<file path="config.mk">
export PLATFORM = sky130hd
export DESIGN_NAME = fssf_mul
export DESIGN_NICKNAME = d
export VERILOG_FILES = /design/src/rtl/core/fssf_pkg.sv /design/src/rtl/core/fssf_mul.sv
export SDC_FILE = /design/constraint.sdc
export NUM_CORES = 2
export LEC_CHECK = 0
export ABC_AREA = 1
export ABC_CLOCK_PERIOD_IN_PS = 5800
export BUFFER_PORTS_ARGS = -buffer_cell sky130_fd_sc_hd__buf_2
export CORE_MARGIN = 4
export CORE_UTILIZATION = 48
export DETAILED_ROUTE_END_ITERATION = 6
export GPL_TIMING_DRIVEN = 0
export PLACE_DENSITY = 0.71
export SLEW_MARGIN = 5
export SYNTH_ARGS = -nofsm -noshare
export SYNTH_HDL_FRONTEND = slang
export SYNTH_SLANG_ARGS = --single-unit
</file>
<file path="constraint.sdc">
create_clock -name clk -period 5.8 [get_ports clk]
set_clock_uncertainty 0.05 [all_clocks]
set_input_delay 0.58 -clock clk [delete_from_list [all_inputs] [get_ports clk]]
set_output_delay 0.58 -clock clk [all_outputs]
set_load 0.01 [all_outputs]
</file>
<file path="src/rtl/core/fssf_pkg.sv">
`timescale 1ns / 1ps
// ----------------------------------------------------------------------------
// fssf_pkg: shared types and constants of the splat film unit
// Word layouts, pixel store entry, register indexes and arithmetic widths.
// ----------------------------------------------------------------------------
package fssf_pkg;

  // parameter defaults
  localparam int DEF_MAX_WIDTH     = 1024;
  localparam int DEF_MAX_HEIGHT    = 1024;
  localparam int DEF_TABLE_SIDE    = 16;
  localparam int DEF_FILTER_RADIUS = 2;

  // configuration port
  localparam int CFG_ADDR_W = 2;
  localparam int CFG_DATA_W = 16;
  localparam int DIM_CFG_W  = 11;
  localparam logic [CFG_ADDR_W-1:0] CFG_IMAGE_WIDTH    = 2'd0;
  localparam logic [CFG_ADDR_W-1:0] CFG_IMAGE_HEIGHT   = 2'd1;
  localparam logic [CFG_ADDR_W-1:0] CFG_WRITE_INTERVAL = 2'd2;
  localparam logic [DIM_CFG_W-1:0]  RST_IMAGE_WIDTH    = 11'd1024;
  localparam logic [DIM_CFG_W-1:0]  RST_IMAGE_HEIGHT   = 11'd1024;
  localparam logic [15:0]           RST_WRITE_INTERVAL = 16'd1024;

  // actions
  localparam logic [1:0] ACT_LOAD    = 2'd0;
  localparam logic [1:0] ACT_SPLAT   = 2'd1;
  localparam logic [1:0] ACT_RESOLVE = 2'd2;

  // arithmetic widths
  localparam int ACC_W   = 48;
  localparam int WT_W    = 32;
  localparam int MUL_A_W = 34;
  localparam int MUL_B_W = 17;
  localparam int MUL_P_W = MUL_A_W + MUL_B_W;
  localparam int DIV_N_W = 64;
  localparam int DIV_D_W = 33;

  localparam logic signed [ACC_W-1:0] ACC_MAX = {1'b0, {(ACC_W-1){1'b1}}};
  localparam logic signed [ACC_W-1:0] ACC_MIN = {1'b1, {(ACC_W-1){1'b0}}};
  localparam logic signed [WT_W-1:0]  WT_MAX  = {1'b0, {(WT_W-1){1'b1}}};
  localparam logic signed [WT_W-1:0]  WT_MIN  = {1'b1, {(WT_W-1){1'b0}}};

  typedef struct packed {
    logic [1:0]         action;
    logic [17:0]        sample_x;
    logic [17:0]        sample_y;
    logic [31:0]        color_red;
    logic [31:0]        color_green;
    logic [31:0]        color_blue;
    logic [7:0]         table_index;
    logic signed [15:0] table_weight;
    logic [19:0]        pixel_index;
    logic [15:0]        iteration;
  } in_word_t;

  typedef struct packed {
    logic [31:0] out_red;
    logic [31:0] out_green;
    logic [31:0] out_blue;
    logic        pixel_updated;
    logic        resolve_due;
  } out_word_t;

  // one pixel of the film store
  typedef struct packed {
    logic signed [ACC_W-1:0] acc_red;
    logic signed [ACC_W-1:0] acc_green;
    logic signed [ACC_W-1:0] acc_blue;
    logic signed [WT_W-1:0]  wt_sum;
    logic [31:0]             hist_red;
    logic [31:0]             hist_green;
    logic [31:0]             hist_blue;
  } pix_ent_t;

endpackage

</file>
<file path="src/rtl/core/fssf_mul.sv">
`timescale 1ns / 1ps
// ----------------------------------------------------------------------------
// fssf_mul: shared registered multiplier
// Signed 34 x 17 product, registered.
// ----------------------------------------------------------------------------
module fssf_mul import fssf_pkg::*; (
  input  logic                      clk,
  input  logic signed [MUL_A_W-1:0] mul_a,
  input  logic signed [MUL_B_W-1:0] mul_b,
  output logic signed [MUL_P_W-1:0] mul_p
);

  logic signed [MUL_P_W-1:0] prod_r;

  always_ff @(posedge clk) begin
    prod_r <= MUL_P_W'(mul_a) * MUL_P_W'(mul_b);
  end

  assign mul_p = prod_r;

endmodule

</file>
==> flow_summary.ini <==
[synth]
syn_avg_cell_area_um2 = 7.53
yosys.cell_types.count = 27
yosys_warnings = 0
yosysSeqAreaShare_pct = 4.48
ys_ff_latch = 51
synth_area_mm2 = 0.0228
syn_nets = 3749
netlist_instances = 3027

[floorplan]
rows = 79
core_region_area_mm2 = 0.0468
io_pins = 103
die_w_um = 226
floorplan.initialDensity_pct = 48.8
dieHeight_um = 226
die-area_mm2 = 0.0510

[route]
wl_um = 69500
route.vias.total = 18672
dr.first_iter.drc_count = 1609
final_antenna_net_count = 0
vias_per_cell = 5.04
wl_per_cell_um = 18.8
drc_errors = 0
drtPass1Iterations = 6

[critical_path]
timing_worst_setup_path_type = in -> reg
endpoint_kind = flop
critPathArrivalTime_ps = 5860
path_max_fanout = 10
start_kind = input pin
critPathRequiredTime_ps = 5990

[flow_run]
cap_violations = 0

[sta]
period_minus_slack_ps = 5670
worst_pin_slew_ps = 875
hold_viol = 0
finalSetupViolations = 0
slew_violations = 0
fmax_ghz = 0.176
slew_headroom_pct = 41.7
min_period_over_period_pct = 97.8

[global_route]
grt_pass1_vias = 19696
antenna_found_initial = 2
grt_use_total_pct = 27.9
grt_overflow = 0
grt_max_degree = 18
grt_first_pass_wirelength_um = 109000

[cts]
clk_pin_slew_ps = 80
numCtsBuffers = 5
clock_path_buffers = 2
h-tree-depth = 2
cts.sinks = 51
cts-hold-fix-buffers = 0
cts_root_buf = clkbuf_16
cts_tree = done

[cells_and_area]
fillers = 4420
final_core_util_pct = 54.4
n_antenna_cell = 0
drive_gt1_share_pct = 11.6
multi_input_area_mm2 = 0.0181
largest_reg_flops = 51
mostFrequentLayoutCells = 950 x inv_1, 888 x nand2_1, 536 x fa_1, 95 x ha_1, 70 x nor2_1
final_common_cell = inv_1
seqCellArea_mm2 = 0.00102
area_growth_pct = 11.5
fin_nets = 3817

[place]
dp_hpwl_um = 58500
gp_congestion = 0.982
portBuffers = 52

[outcome]
status = finished, final reports clean

[hold_path]
hold_class = in -> reg
whs_endpoint = mul_p[2]
hold_depth = 4
hold_start = mul_b[2]
==> timing repair <==
item / in CTS / in global routing
gates resized for setup: 278 / 234
cloned: 0 / 0
setup endpoints to repair: 40 / 32
setup buffers: 1 / 9
pin swaps: 1 / 14
endpoints found under the hold margin: 0 / 0
==> logic make-up (layout without fill, tap and decap cells) <==
family,count (synthesis),after routing,share of synthesized area [%]
flops,51,51,4.48
compound gates,63,63,1.51
buf+inv,1096,1165,18.0
simple gates,1116,1116,19.8
xor+xnor,31,31,1.19
fa+ha+maj,670,670,54.9
==> through the flow <==
| stage | hold slack [ps] | area (um2) | setup WS, ps | std cells | TNS (ps) |
|---|---|---|---|---|---|
| 6_report | 650 | 25400 | 127 | 3703 | 0 |
| 5_1_grt | 677 | 25400 | -28.8 | 3703 | -80.8 |
| 4_1_cts | 720 | 24700 | -10.5 | 3695 | -10.5 |
| 3_5_place_dp | 928 | 23800 | -1380 | 3686 | -46390 |
| 3_3_place_gp | 925 | 23800 | -1410 | 3686 | -46710 |
| 2_1_floorplan | 827 | 22800 | 6.41 | 3027 | 0 |
==> worst max-delay path by stage <==
| stage | from | end | slack [ps] | cells after the start |
|---|---|---|---|---|
| final | mul_b[14] | mul_p[42] | 130 | 21 |
| after global routing | mul_a[33] | mul_p[48] | -30 | 20 |
| after CTS | mul_b[2] | mul_p[42] | -10 | 22 |
| after detailed placement | mul_b[3] | mul_p[42] | -1380 | 22 |
| after global placement | mul_b[2] | mul_p[42] | -1410 | 22 |
| after floorplan | mul_a[33] | mul_p[49] | 6 | 22 |
==> synth_stat cells <==
| cell type | n | area (um2) |
|---|---|---|
| o21ai_0 | 8 | 40.0 |
| dfxtp_1 | 51 | 1020 |
| nand3b_1 | 3 | 22.5 |
| nor3_2 | 8 | 80.1 |
| o211ai_2 | 1 | 12.5 |
| xnor2_1 | 9 | 78.8 |
| inv_1 | 952 | 3570 |
| a21oi_1 | 47 | 235 |
| buf_1 | 2 | 7.51 |
| nand3_1 | 46 | 230 |
| nor2_2 | 20 | 125 |
| nor2_1 | 81 | 304 |
| xor2_1 | 22 | 193 |
| or2_2 | 5 | 31.3 |
| ha_1 | 119 | 1490 |
| nand4_1 | 14 | 87.6 |
| o21ai_1 | 1 | 5.00 |
| inv_2 | 9 | 33.8 |
| nor3_1 | 4 | 20.0 |
| nand2_1 | 906 | 3400 |
| nand3_2 | 3 | 30.0 |
| nand2_2 | 20 | 125 |
| fa_1 | 551 | 11000 |
| nor2_4 | 6 | 67.6 |
| clkbuf_1 | 133 | 499 |
| o21bai_2 | 2 | 22.5 |
| o21bai_1 | 4 | 30.0 |
==> per-layer routing <==
layer	up-vias	wire length, um	GRT usage (%)
met2	887	32500	46.5
met1	9144	26700	35.7
met5	-	8	0
met3	202	6590	5.82
li1	8437	-	-
met4	2	3690	11.5
==> cell type report <==
cell class              instances  area share [%]
multi-input cells            1880            71.4
inverters                     961            14.2
plain buffers                 134            5.46
flip-flops and latches         51            4.02
well taps                     607            2.99
repair buffers                 62            1.37
clock buffers                   5           0.492
clock inverters                 3          0.0935
==> critical path, cell delays in order <==
cell and delay [ps]:
clkbuf_2 190, clkbuf_2 330, nand2_1 140, inv_1 60, fa_1 550, fa_1 460, fa_1 530, fa_1 430
fa_1 490, inv_1 50, fa_2 570, inv_1 80, ha_4 310, nand2_2 90, nor2_4 120, nand2_1 110
nor3_2 240, nand4_1 230, nand3_1 140, nand2_1 50, nand2_1 90
Power is left out: the tool's default activity adds up to more than one toggle a clock period on the data nets, which glitch-free logic cannot reach.
