==> src/rtl/core/fssf_pkg.sv <==
`timescale 1ns / 1ps
// ----------------------------------------------------------------------------
// fssf_pkg: shared types and constants of the splat film unit
// Word layouts, pixel store entry, register indexes and arithmetic widths.
// ----------------------------------------------------------------------------
package fssf_pkg;

  // parameter defaults
  localparam int DEF_MAX_WIDTH     = 1024;
  localparam int DEF_MAX_HEIGHT    = 1024;
  localparam int DEF_TABLE_SIDE    = 16;
  localparam int DEF_FILTER_RADIUS = 2;

  // configuration port
  localparam int CFG_ADDR_W = 2;
  localparam int CFG_DATA_W = 16;
  localparam int DIM_CFG_W  = 11;
  localparam logic [CFG_ADDR_W-1:0] CFG_IMAGE_WIDTH    = 2'd0;
  localparam logic [CFG_ADDR_W-1:0] CFG_IMAGE_HEIGHT   = 2'd1;
  localparam logic [CFG_ADDR_W-1:0] CFG_WRITE_INTERVAL = 2'd2;
  localparam logic [DIM_CFG_W-1:0]  RST_IMAGE_WIDTH    = 11'd1024;
  localparam logic [DIM_CFG_W-1:0]  RST_IMAGE_HEIGHT   = 11'd1024;
  localparam logic [15:0]           RST_WRITE_INTERVAL = 16'd1024;

  // actions
  localparam logic [1:0] ACT_LOAD    = 2'd0;
  localparam logic [1:0] ACT_SPLAT   = 2'd1;
  localparam logic [1:0] ACT_RESOLVE = 2'd2;

  // arithmetic widths
  localparam int ACC_W   = 48;
  localparam int WT_W    = 32;
  localparam int MUL_A_W = 34;
  localparam int MUL_B_W = 17;
  localparam int MUL_P_W = MUL_A_W + MUL_B_W;
  localparam int DIV_N_W = 64;
  localparam int DIV_D_W = 33;

  localparam logic signed [ACC_W-1:0] ACC_MAX = {1'b0, {(ACC_W-1){1'b1}}};
  localparam logic signed [ACC_W-1:0] ACC_MIN = {1'b1, {(ACC_W-1){1'b0}}};
  localparam logic signed [WT_W-1:0]  WT_MAX  = {1'b0, {(WT_W-1){1'b1}}};
  localparam logic signed [WT_W-1:0]  WT_MIN  = {1'b1, {(WT_W-1){1'b0}}};

  typedef struct packed {
    logic [1:0]         action;
    logic [17:0]        sample_x;
    logic [17:0]        sample_y;
    logic [31:0]        color_red;
    logic [31:0]        color_green;
    logic [31:0]        color_blue;
    logic [7:0]         table_index;
    logic signed [15:0] table_weight;
    logic [19:0]        pixel_index;
    logic [15:0]        iteration;
  } in_word_t;

  typedef struct packed {
    logic [31:0] out_red;
    logic [31:0] out_green;
    logic [31:0] out_blue;
    logic        pixel_updated;
    logic        resolve_due;
  } out_word_t;

  // one pixel of the film store
  typedef struct packed {
    logic signed [ACC_W-1:0] acc_red;
    logic signed [ACC_W-1:0] acc_green;
    logic signed [ACC_W-1:0] acc_blue;
    logic signed [WT_W-1:0]  wt_sum;
    logic [31:0]             hist_red;
    logic [31:0]             hist_green;
    logic [31:0]             hist_blue;
  } pix_ent_t;

endpackage

==> src/rtl/core/fssf_div.sv <==
`timescale 1ns / 1ps
// ----------------------------------------------------------------------------
// fssf_div: iterative signed divider
// Restoring division on magnitudes, one quotient bit a cycle, truncating.
// ----------------------------------------------------------------------------
module fssf_div import fssf_pkg::*; (
  input  logic                      clk,
  input  logic                      rst_n,
  input  logic                      div_start,
  input  logic signed [DIV_N_W-1:0] div_num,
  input  logic signed [DIV_D_W-1:0] div_den,
  output logic                      div_done,
  output logic signed [DIV_N_W-1:0] div_quo
);

  localparam int CNT_W = $clog2(DIV_N_W);

  logic               busy_r;
  logic               done_r;
  logic [CNT_W-1:0]   cnt_r;
  logic [DIV_D_W-1:0] rem_r;
  logic [DIV_N_W-1:0] quo_r;
  logic [DIV_D_W-1:0] den_r;
  logic               neg_r;

  logic [DIV_N_W-1:0] num_mag;
  logic [DIV_D_W-1:0] den_mag;
  logic [DIV_D_W:0]   shifted;
  logic [DIV_D_W+1:0] trial;
  logic               q_bit;
  logic [DIV_D_W-1:0] rem_nxt;

  assign num_mag = div_num[DIV_N_W-1] ? unsigned'(-div_num) : unsigned'(div_num);
  assign den_mag = div_den[DIV_D_W-1] ? unsigned'(-div_den) : unsigned'(div_den);

  assign shifted = {rem_r, quo_r[DIV_N_W-1]};
  assign trial   = {1'b0, shifted} - {2'b00, den_r};
  assign q_bit   = ~trial[DIV_D_W+1];
  assign rem_nxt = q_bit ? trial[DIV_D_W-1:0] : shifted[DIV_D_W-1:0];

  always_ff @(posedge clk) begin
    if (!rst_n) begin
      busy_r <= 1'b0;
      done_r <= 1'b0;
      cnt_r  <= '0;
    end else begin
      done_r <= 1'b0;
      if (div_start) begin
        busy_r <= 1'b1;
        cnt_r  <= '0;
      end else if (busy_r) begin
        cnt_r <= cnt_r + CNT_W'(1);
        if (cnt_r == CNT_W'(DIV_N_W - 1)) begin
          busy_r <= 1'b0;
          done_r <= 1'b1;
        end
      end
    end
  end

  always_ff @(posedge clk) begin
    if (div_start) begin
      rem_r <= '0;
      quo_r <= num_mag;
      den_r <= den_mag;
      neg_r <= div_num[DIV_N_W-1] ^ div_den[DIV_D_W-1];
    end else if (busy_r) begin
      rem_r <= rem_nxt;
      quo_r <= {quo_r[DIV_N_W-2:0], q_bit};
    end
  end

  assign div_done = done_r;
  assign div_quo  = neg_r ? -signed'(quo_r) : signed'(quo_r);

endmodule

==> config.mk <==
export PLATFORM = sky130hd
export DESIGN_NAME = fssf_div
export DESIGN_NICKNAME = d
export VERILOG_FILES = /design/src/rtl/core/fssf_pkg.sv /design/src/rtl/core/fssf_div.sv
export SDC_FILE = /design/constraint.sdc
export NUM_CORES = 1
export LEC_CHECK = 0
export BUFFER_PORTS_ARGS = -buffer_cell sky130_fd_sc_hd__buf_2
export CORE_MARGIN = 8
export CORE_UTILIZATION = 45
export DETAILED_ROUTE_END_ITERATION = 8
export PLACE_DENSITY_LB_ADDON = 0.3
export SLEW_MARGIN = 20
export SYNTH_ARGS = -nofsm -noshare
export SYNTH_HDL_FRONTEND = slang
export SYNTH_SLANG_ARGS = --single-unit
==> constraint.sdc <==
create_clock -name clk -period 4 [get_ports clk]
set_input_delay 0.8 -clock clk [delete_from_list [all_inputs] [get_ports clk]]
set_output_delay 0.8 -clock clk [all_outputs]
set_load 0.02 [all_outputs]
==> results of run 1 <==
per-stage QoR:
stage	setup slack [ns]	util, %	power (W)	instances
2_1_floorplan	-0.107	-	0.00279	1193
3_3_place_gp	-0.191	52.7	0.00326	1657
3_5_place_dp	-0.245	52.7	0.00328	1657
4_1_cts	-0.666	56.5	0.00491	1693
5_1_grt	-0.737	57.5	0.00519	1695
6_report	-0.645	57.5	0.00494	1695
sequential cells by signal, summed over array words and instances (netlist names):
signal	flops
rem_r	33
quo_r	64
div_done	1
neg_r	1
busy_r	1
cnt_r	6
den_r	33
layout by cell type (no fill, tap or decap), types with 6 or more instances in the layout:
cell,count
ha_1,37
inv_1,50
or3_1,22
nand4_1,11
or4_1,11
nor3_1,17
clkbuf_16,17
a21oi_1,110
nand2_1,84
mux2i_1,9
a21o_1,12
o21a_1,6
xnor2_2,7
and3_1,6
edfxtp_1,98
nand3_1,16
o21ai_0,68
xnor2_1,101
or3_4,8
dfxtp_1,41
nand2b_1,16
o31ai_4,10
or2_2,7
xor2_1,76
o31ai_1,35
buf_2,135
buf_4,102
or4_4,6
a211oi_1,21
nor2_1,136
o21ai_2,8
o41ai_1,18
layer usage:
metal | vias up | wire length [um] | track usage [%]
li1 | 4742 | - | -
met1 | 4431 | 12900 | 25.8
met2 | 335 | 13300 | 32.2
met3 | 35 | 2020 | 4.61
met4 | 2 | 388 | 5.24
met5 | - | 11 | 0
cell usage after synthesis (37+ instances only):
library cell,n
nor2_1,138
a21oi_1,110
xnor2_1,108
edfxtp_1,98
nand2_1,90
o21ai_0,79
xor2_1,77
inv_1,51
clkbuf_1,46
o31ai_1,45
dfxtp_1,41
ha_1,37
what timing repair did:
| action | 4_1_cts | 5_1_grt |
|---|---|---|
| hold buffers | 0 | 0 |
| endpoints found under the setup margin | 29 | 35 |
| buffers inserted | 6 | 3 |
| pin swaps | 11 | 25 |
| resized for setup | 60 | 51 |
critical path, cell delays in order, from the launching register on:
cell and delay [ns]:
edfxtp_1 0.39, or3_4 0.40, or4_4 0.42, or4_4 0.43
or3_4 0.36, or4_4 0.44, or3_4 0.43, o31ai_4 0.27
xnor2_2 0.13, buf_4 0.16
cell type report:
| cell class | count | area [sq um] | area share [%] |
|---|---|---|---|
| Clock inverter | 13 | 143 | 1.10 |
| Antenna cell | 1 | 2.50 | 0.0192 |
| Clock buffer | 18 | 439 | 3.37 |
| Multi-Input combinational cell | 948 | 6650 | 51.1 |
| Sequential cell | 139 | 3760 | 28.9 |
| Inverter | 51 | 191 | 1.47 |
| Tap cell | 285 | 357 | 2.74 |
| Timing Repair Buffer | 240 | 1480 | 11.3 |
cells by family after synthesis:
kind of cell,count (synthesis),share of synthesized area [%]
and+or+nand+nor,380,17.9
adders and majority gates,38,4.66
buffers and inverters,106,3.95
muxes,13,1.30
DFF,139,36.3
xor gates and xnor gates,185,15.6
AOI/OAI and AO/OA,332,20.3
power groups by stage:
stage	sequential (W)	combinational (W)	clock, W
3_5_place_dp	0.00185	0.00143	0
6_report	0.00183	0.00153	0.00158
2_1_floorplan	0.00183	0.000960	0
5_1_grt	0.00185	0.00167	0.00167
3_3_place_gp	0.00184	0.00142	0
4_1_cts	0.00182	0.00149	0.00160
worst max-delay path by stage:
| stage | start | to | slack (ns) | cells past startpoint |
|---|---|---|---|---|
| after floorplan | quo_r[30] | div_quo[54] | -0.11 | 9 |
| after global placement | quo_r[31] | div_quo[54] | -0.19 | 10 |
| after detailed placement | quo_r[31] | div_quo[62] | -0.25 | 10 |
| after CTS | quo_r[31] | div_quo[62] | -0.67 | 10 |
| after global routing | quo_r[31] | div_quo[52] | -0.74 | 9 |
| final | quo_r[31] | div_quo[52] | -0.64 | 9 |
==> results.md, run 1 <==
* Dpl hpwl at 21600 um
* Period minus WS final at about 4.6 ns
* Reg-to-reg startpoint: quo_r[63]
* Post-synth top flop: edfxtp_1
* Gate power share at 30.9%
* Net Count, Synth at 1331
* Slew Limit Fails at 0
* Synth warn at 0
* Syn avg cell area at 8.69 sq um
* Worst-Margin Slew at about 0.88 ns
* Net Sw Power at 0.00165 W
* Fmax at 215 MHz
* Post-route DRC violation count at 0
* Status: finished, violations left
* Number of nets in the layout at 1535
* Relative slew slack at 41.4%
* Crit end category: output port
* CTS root buf: clkbuf_16
* Fraction of layout cells with a size suffix above 1 at 25.0%
* Clock power frac at approximately a third
* Clock sinks at roughly 140
* Hold WC Path Type: register to register
* Startpoint of the worst hold path: rem_r[2]
* Routed vias/inst at ~5.6
* CP Max Fanout at 6
* Period utilisation layout at 116%
* GRT overflow at 0
* Register-to-Register Path Depth at 14
* H-tree levels at 4
* Final-report setup violation count at 17
* Cells after Synth at between 1000 and 1500
* Register share of total power at 37.1%
* Cell Rows at 55
* Ranking of synthesized cells by area: edfxtp_1 (28%), xnor2_1 (9.1%), dfxtp_1 (7.9%)
* WHS Path Cells at 2
* # port buffers at roughly 160
* Internal power at 0.00329 W
* Antenna viol nets, final at 0
* Reg2reg setup slack at 0.46 ns
* Dpl cell area at 0.0119 sq mm
* Worst Path Arrival at 3.84 ns
* Vias in the first global route at about 9000
* Final hold violations at 0
* Deepest clock path buffer count at 2
* CP required at 3.20 ns
* IO Pins at 165
* Reg-to-reg endpoint: rem_r[28]
* Power Density at 379 mW/mm^2
* Clock slew at the register clock pins of the worst setup and hold paths at 0.06 ns
* Critical path startpoint category: register
* Worst hold endpoint: rem_r[2]
* RSZ-0062 raised after global routing: yes
* Crit path kind: register to output port
* Synth cell types at 62
* Cell area after layout at 0.0130 sq mm
* Hold WS at between 0.4 and 0.5 ns
* Number of enable flip-flop cells after synthesis at 98
* Top-area cell type share of the netlist area at 28.4%
* Filler cells at 1971
* TritonCTS Buffers at 17
* Area Overhead vs Synth at 25.7%
* Sum Neg Setup Slack at -6.04 ns
* Max cap viols at 0
* Post-synthesis sequential area ratio at between 30% and 40%
* Syn Std Cell Area at slightly above 0.01 sq mm
* Full die area at roughly 0.028 sq mm
* Routed len/inst at 16.9 um
* Yosys reg bits at roughly 140
* Die width at about 170 um
* Sw Ratio at between 30% and 40%
* Largest net degree at the start of global routing at 87
* Chip height at between 150 and 200 um
* Failing checks: setup timing
* Gpl congestion at 0.894
* Initial drt markers at 741
* Cell taking the most area after synthesis: edfxtp_1
* CORE AREA at 0.0226 sq mm
* Routed Wire Length at between 20000 and 30000 um
* GR Util All Layers at 19.7%
* Clock Skew at between 0.007 and 0.008 ns
* Initial antenna violation count at 2
* Final WS setup at -0.645 ns
* Clk Latency, worst-skew pair at 0.42 ns
* CTS tree: built
* Initial core utilization at about 46%
* Ys async rst share at 0%
* First-pass GRT wire length at roughly 46000 um
* DR vias at about 9500
* DRT Pass-1 Iters at 5
* Maximum VDD drop at 223 uV
* Pleak at about 5.2 nW
Power figures use the tool's default switching activity.
==> run 2: changes to the inputs <==
==> constraint.sdc (replaced) <==
create_clock -name clk -period 4 [get_ports clk]
set_input_delay 0.6 -clock clk [delete_from_list [all_inputs] [get_ports clk]]
set_output_delay 0.6 -clock clk [all_outputs]
set_load 0.02 [all_outputs]
==> results.md, run 2 (synthesis results as in run 1) <==
* Clk Latency, worst-skew pair at 0.42 ns
* Final WS setup at -0.453 ns
* # port buffers at 164
* Slowest-stage cell, CP: or3_4
* Initial core utilization at 45.8%
* Period utilisation layout at 111%
* Area Overhead vs Synth at 21.9%
* CP Max Fanout at 6
* First-pass GRT wire length at 45100 um
* Critical Path Max Stage Delay at 0.46 ns
* GR Util All Layers at 19.4%
* Relative slew slack at 38.9%
* Commonest non-fill, non-tap cell in the layout: buf_2
* Dpl hpwl at 21200 um
* Worst-Margin Slew at 0.916 ns
* CP required at 3.40 ns
* Post-route DRC violation count at 0
* Crit path max-delay family: simple AND/OR/NAND/NOR gates
* GRT overflow at 0
* Crit end category: output port
* Gpl congestion at 0.917
* Max cap viols at 0
* Pleak at 4.95 nW
* CTS tree: built
* WHS Path Cells at 2
* IO Pins at 165
* Crit path kind: register to output port
* Slew Limit Fails at 0
* Busiest grt layer: met2
* Vias in the first global route at 9029
* Period minus WS final at between 4 and 5 ns
* Deepest clock path buffer count at 2
* Reg-to-reg endpoint: rem_r[25]
* RSZ-0062 raised after global routing: yes
* Register-to-Register Path Depth at 15
* Cell Rows at 55
* Commonest cells after routing, fill and taps aside: buf_2 (148), nor2_1 (136), a21oi_1 (110), xnor2_1 (108), edfxtp_1 (98)
* Largest Register: quo_r
* GR met3 Demand/Resource at 4.75%
* Fmax at around 220 MHz
* DRT Pass-1 Iters at 6
* Final hold violations at 0
* Status: finished, violations left
* Reg-to-reg startpoint: quo_r[63]
* Clock slew at the register clock pins of the worst setup and hold paths at 0.07 ns
* DR vias at roughly 9400
* Failing checks: setup timing
* WP buf/inv at 1
* Number of nets in the layout at 1510
* CORE AREA at approximately 0.023 sq mm
* H-tree levels at 4
* Startpoint of the worst hold path: rst_n
* Routed Wire Length at 28100 um
* Full die area at 0.0281 sq mm
* Final-report setup violation count at 13
* Reg2reg setup slack at 0.40 ns
* Critical path startpoint category: register
* Hold WC Path Type: input pin to register
* Hold WS at roughly 0.40 ns
* Worst hold endpoint: busy_r
* CTS root buf: clkbuf_16
* Worst Path Arrival at around 3.9 ns
* Routed len/inst at 16.8 um
* Dpl ws at -0.101 ns
* Max reg flops at 64
* Chip height at 168 um
* Biggest regs: quo_r (64), den_r (33), rem_r (33)
* Power Total at 0.00509 W
* Initial antenna violation count at 2
* Fraction of layout cells with a size suffix above 1 at 21.5%
* Met2 GRT Util at 31.9%
* Power Density at 402 mW/mm^2
* Global Route met1 Usage at 24.9%
* Maximum VDD drop at 281 uV
* Die width at 168 um
* Post-CTS Hold Fix Bufs at 0
* TritonCTS Buffers at 17
* Initial drt markers at approximately 760
* Clock sinks at 139
* Antenna viol nets, final at 0
* Worst path cell trace: or3_4 -> or4_4 -> or4_4 -> or3_4 -> or4_4 -> or3_4 -> o31ai_4 -> xnor2_1 -> buf_4
* Routed vias/inst at 5.62
* Largest net degree at the start of global routing at 95
* Clock Skew at 0.0109 ns
==> run 2: cell count changes in the layout (fill, tap and decap cells not counted), moves of 4 or more <==
cell       before  now
buf_4         102   64
buf_2         135  148
xnor2_1       101  108
xnor2_2         7    0
nand2_1        84   90
o31ai_1        35   41
o21ai_2         8    3
o31ai_4        10    5
bufinv_16       2    6
o21ai_0        68   72
==> run 2: power breakdown <==
part,total (W),internal (W),switching (W),leakage [nW]
Combinational,0.00144,0.000587,0.000850,3.34
Sequential,0.00183,0.00171,0.000124,1.30
Clock,0.00181,0.00117,0.000642,0.313
Total,0.00509,0.00347,0.00162,4.95
==> run 2: per-stage QoR <==
stage               cell area, sq um  instances  setup TNS (ns)  utilization [%]
floorplan                      10400       1193               0                -
global placement               11700       1635          -0.231             51.7
detailed placement             11700       1635          -0.392             51.7
CTS                            12500       1669           -3.37             55.3
global route                   12600       1671           -5.15             55.8
finish                         12600       1673           -3.40             55.8
==> run 2: final cells by class <==
type                    instances  area [sq um]
diodes                          3          7.51
inverters                      51           191
fillers                      2028         10000
flip-flops and latches        139          3760
clock inverters                14           241
multi-input cells             948          6380
well taps                     285           357
clock buffers                  18           429
repair buffers                215          1260
==> run 2: worst max path at each step <==
stage | from | endpoint | depth (start not counted)
after detailed placement | quo_r[31] | div_quo[62] | 9
after CTS | quo_r[31] | div_quo[62] | 9
final | quo_r[31] | div_quo[62] | 9
after global placement | quo_r[31] | div_quo[54] | 9
after floorplan | quo_r[30] | div_quo[54] | 9
after global routing | quo_r[31] | div_quo[62] | 9
==> run 2: worst register-to-register path, delay by kind of cell (launching register included) <==
family | cells | cell delay, ns
AOI/OAI and AO/OA | 4 | 0.83
adders and majority gates | 2 | 0.57
and+or+nand+nor | 5 | 1.06
buffers and inverters | 4 | 0.60
DFF | 1 | 0.45
==> run 2: what timing repair did <==
item / in CTS / in global routing
buffers inserted: 2 / 1
endpoints found under the setup margin: 19 / 28
resized for setup: 31 / 22
pin swaps: 5 / 12
==> run 2: per-layer routing <==
metal | vias to the layer above | routed length (um)
met5 | - | 12
met4 | 2 | 434
met3 | 37 | 2140
met2 | 318 | 12900
met1 | 4346 | 12600
li1 | 4698 | -
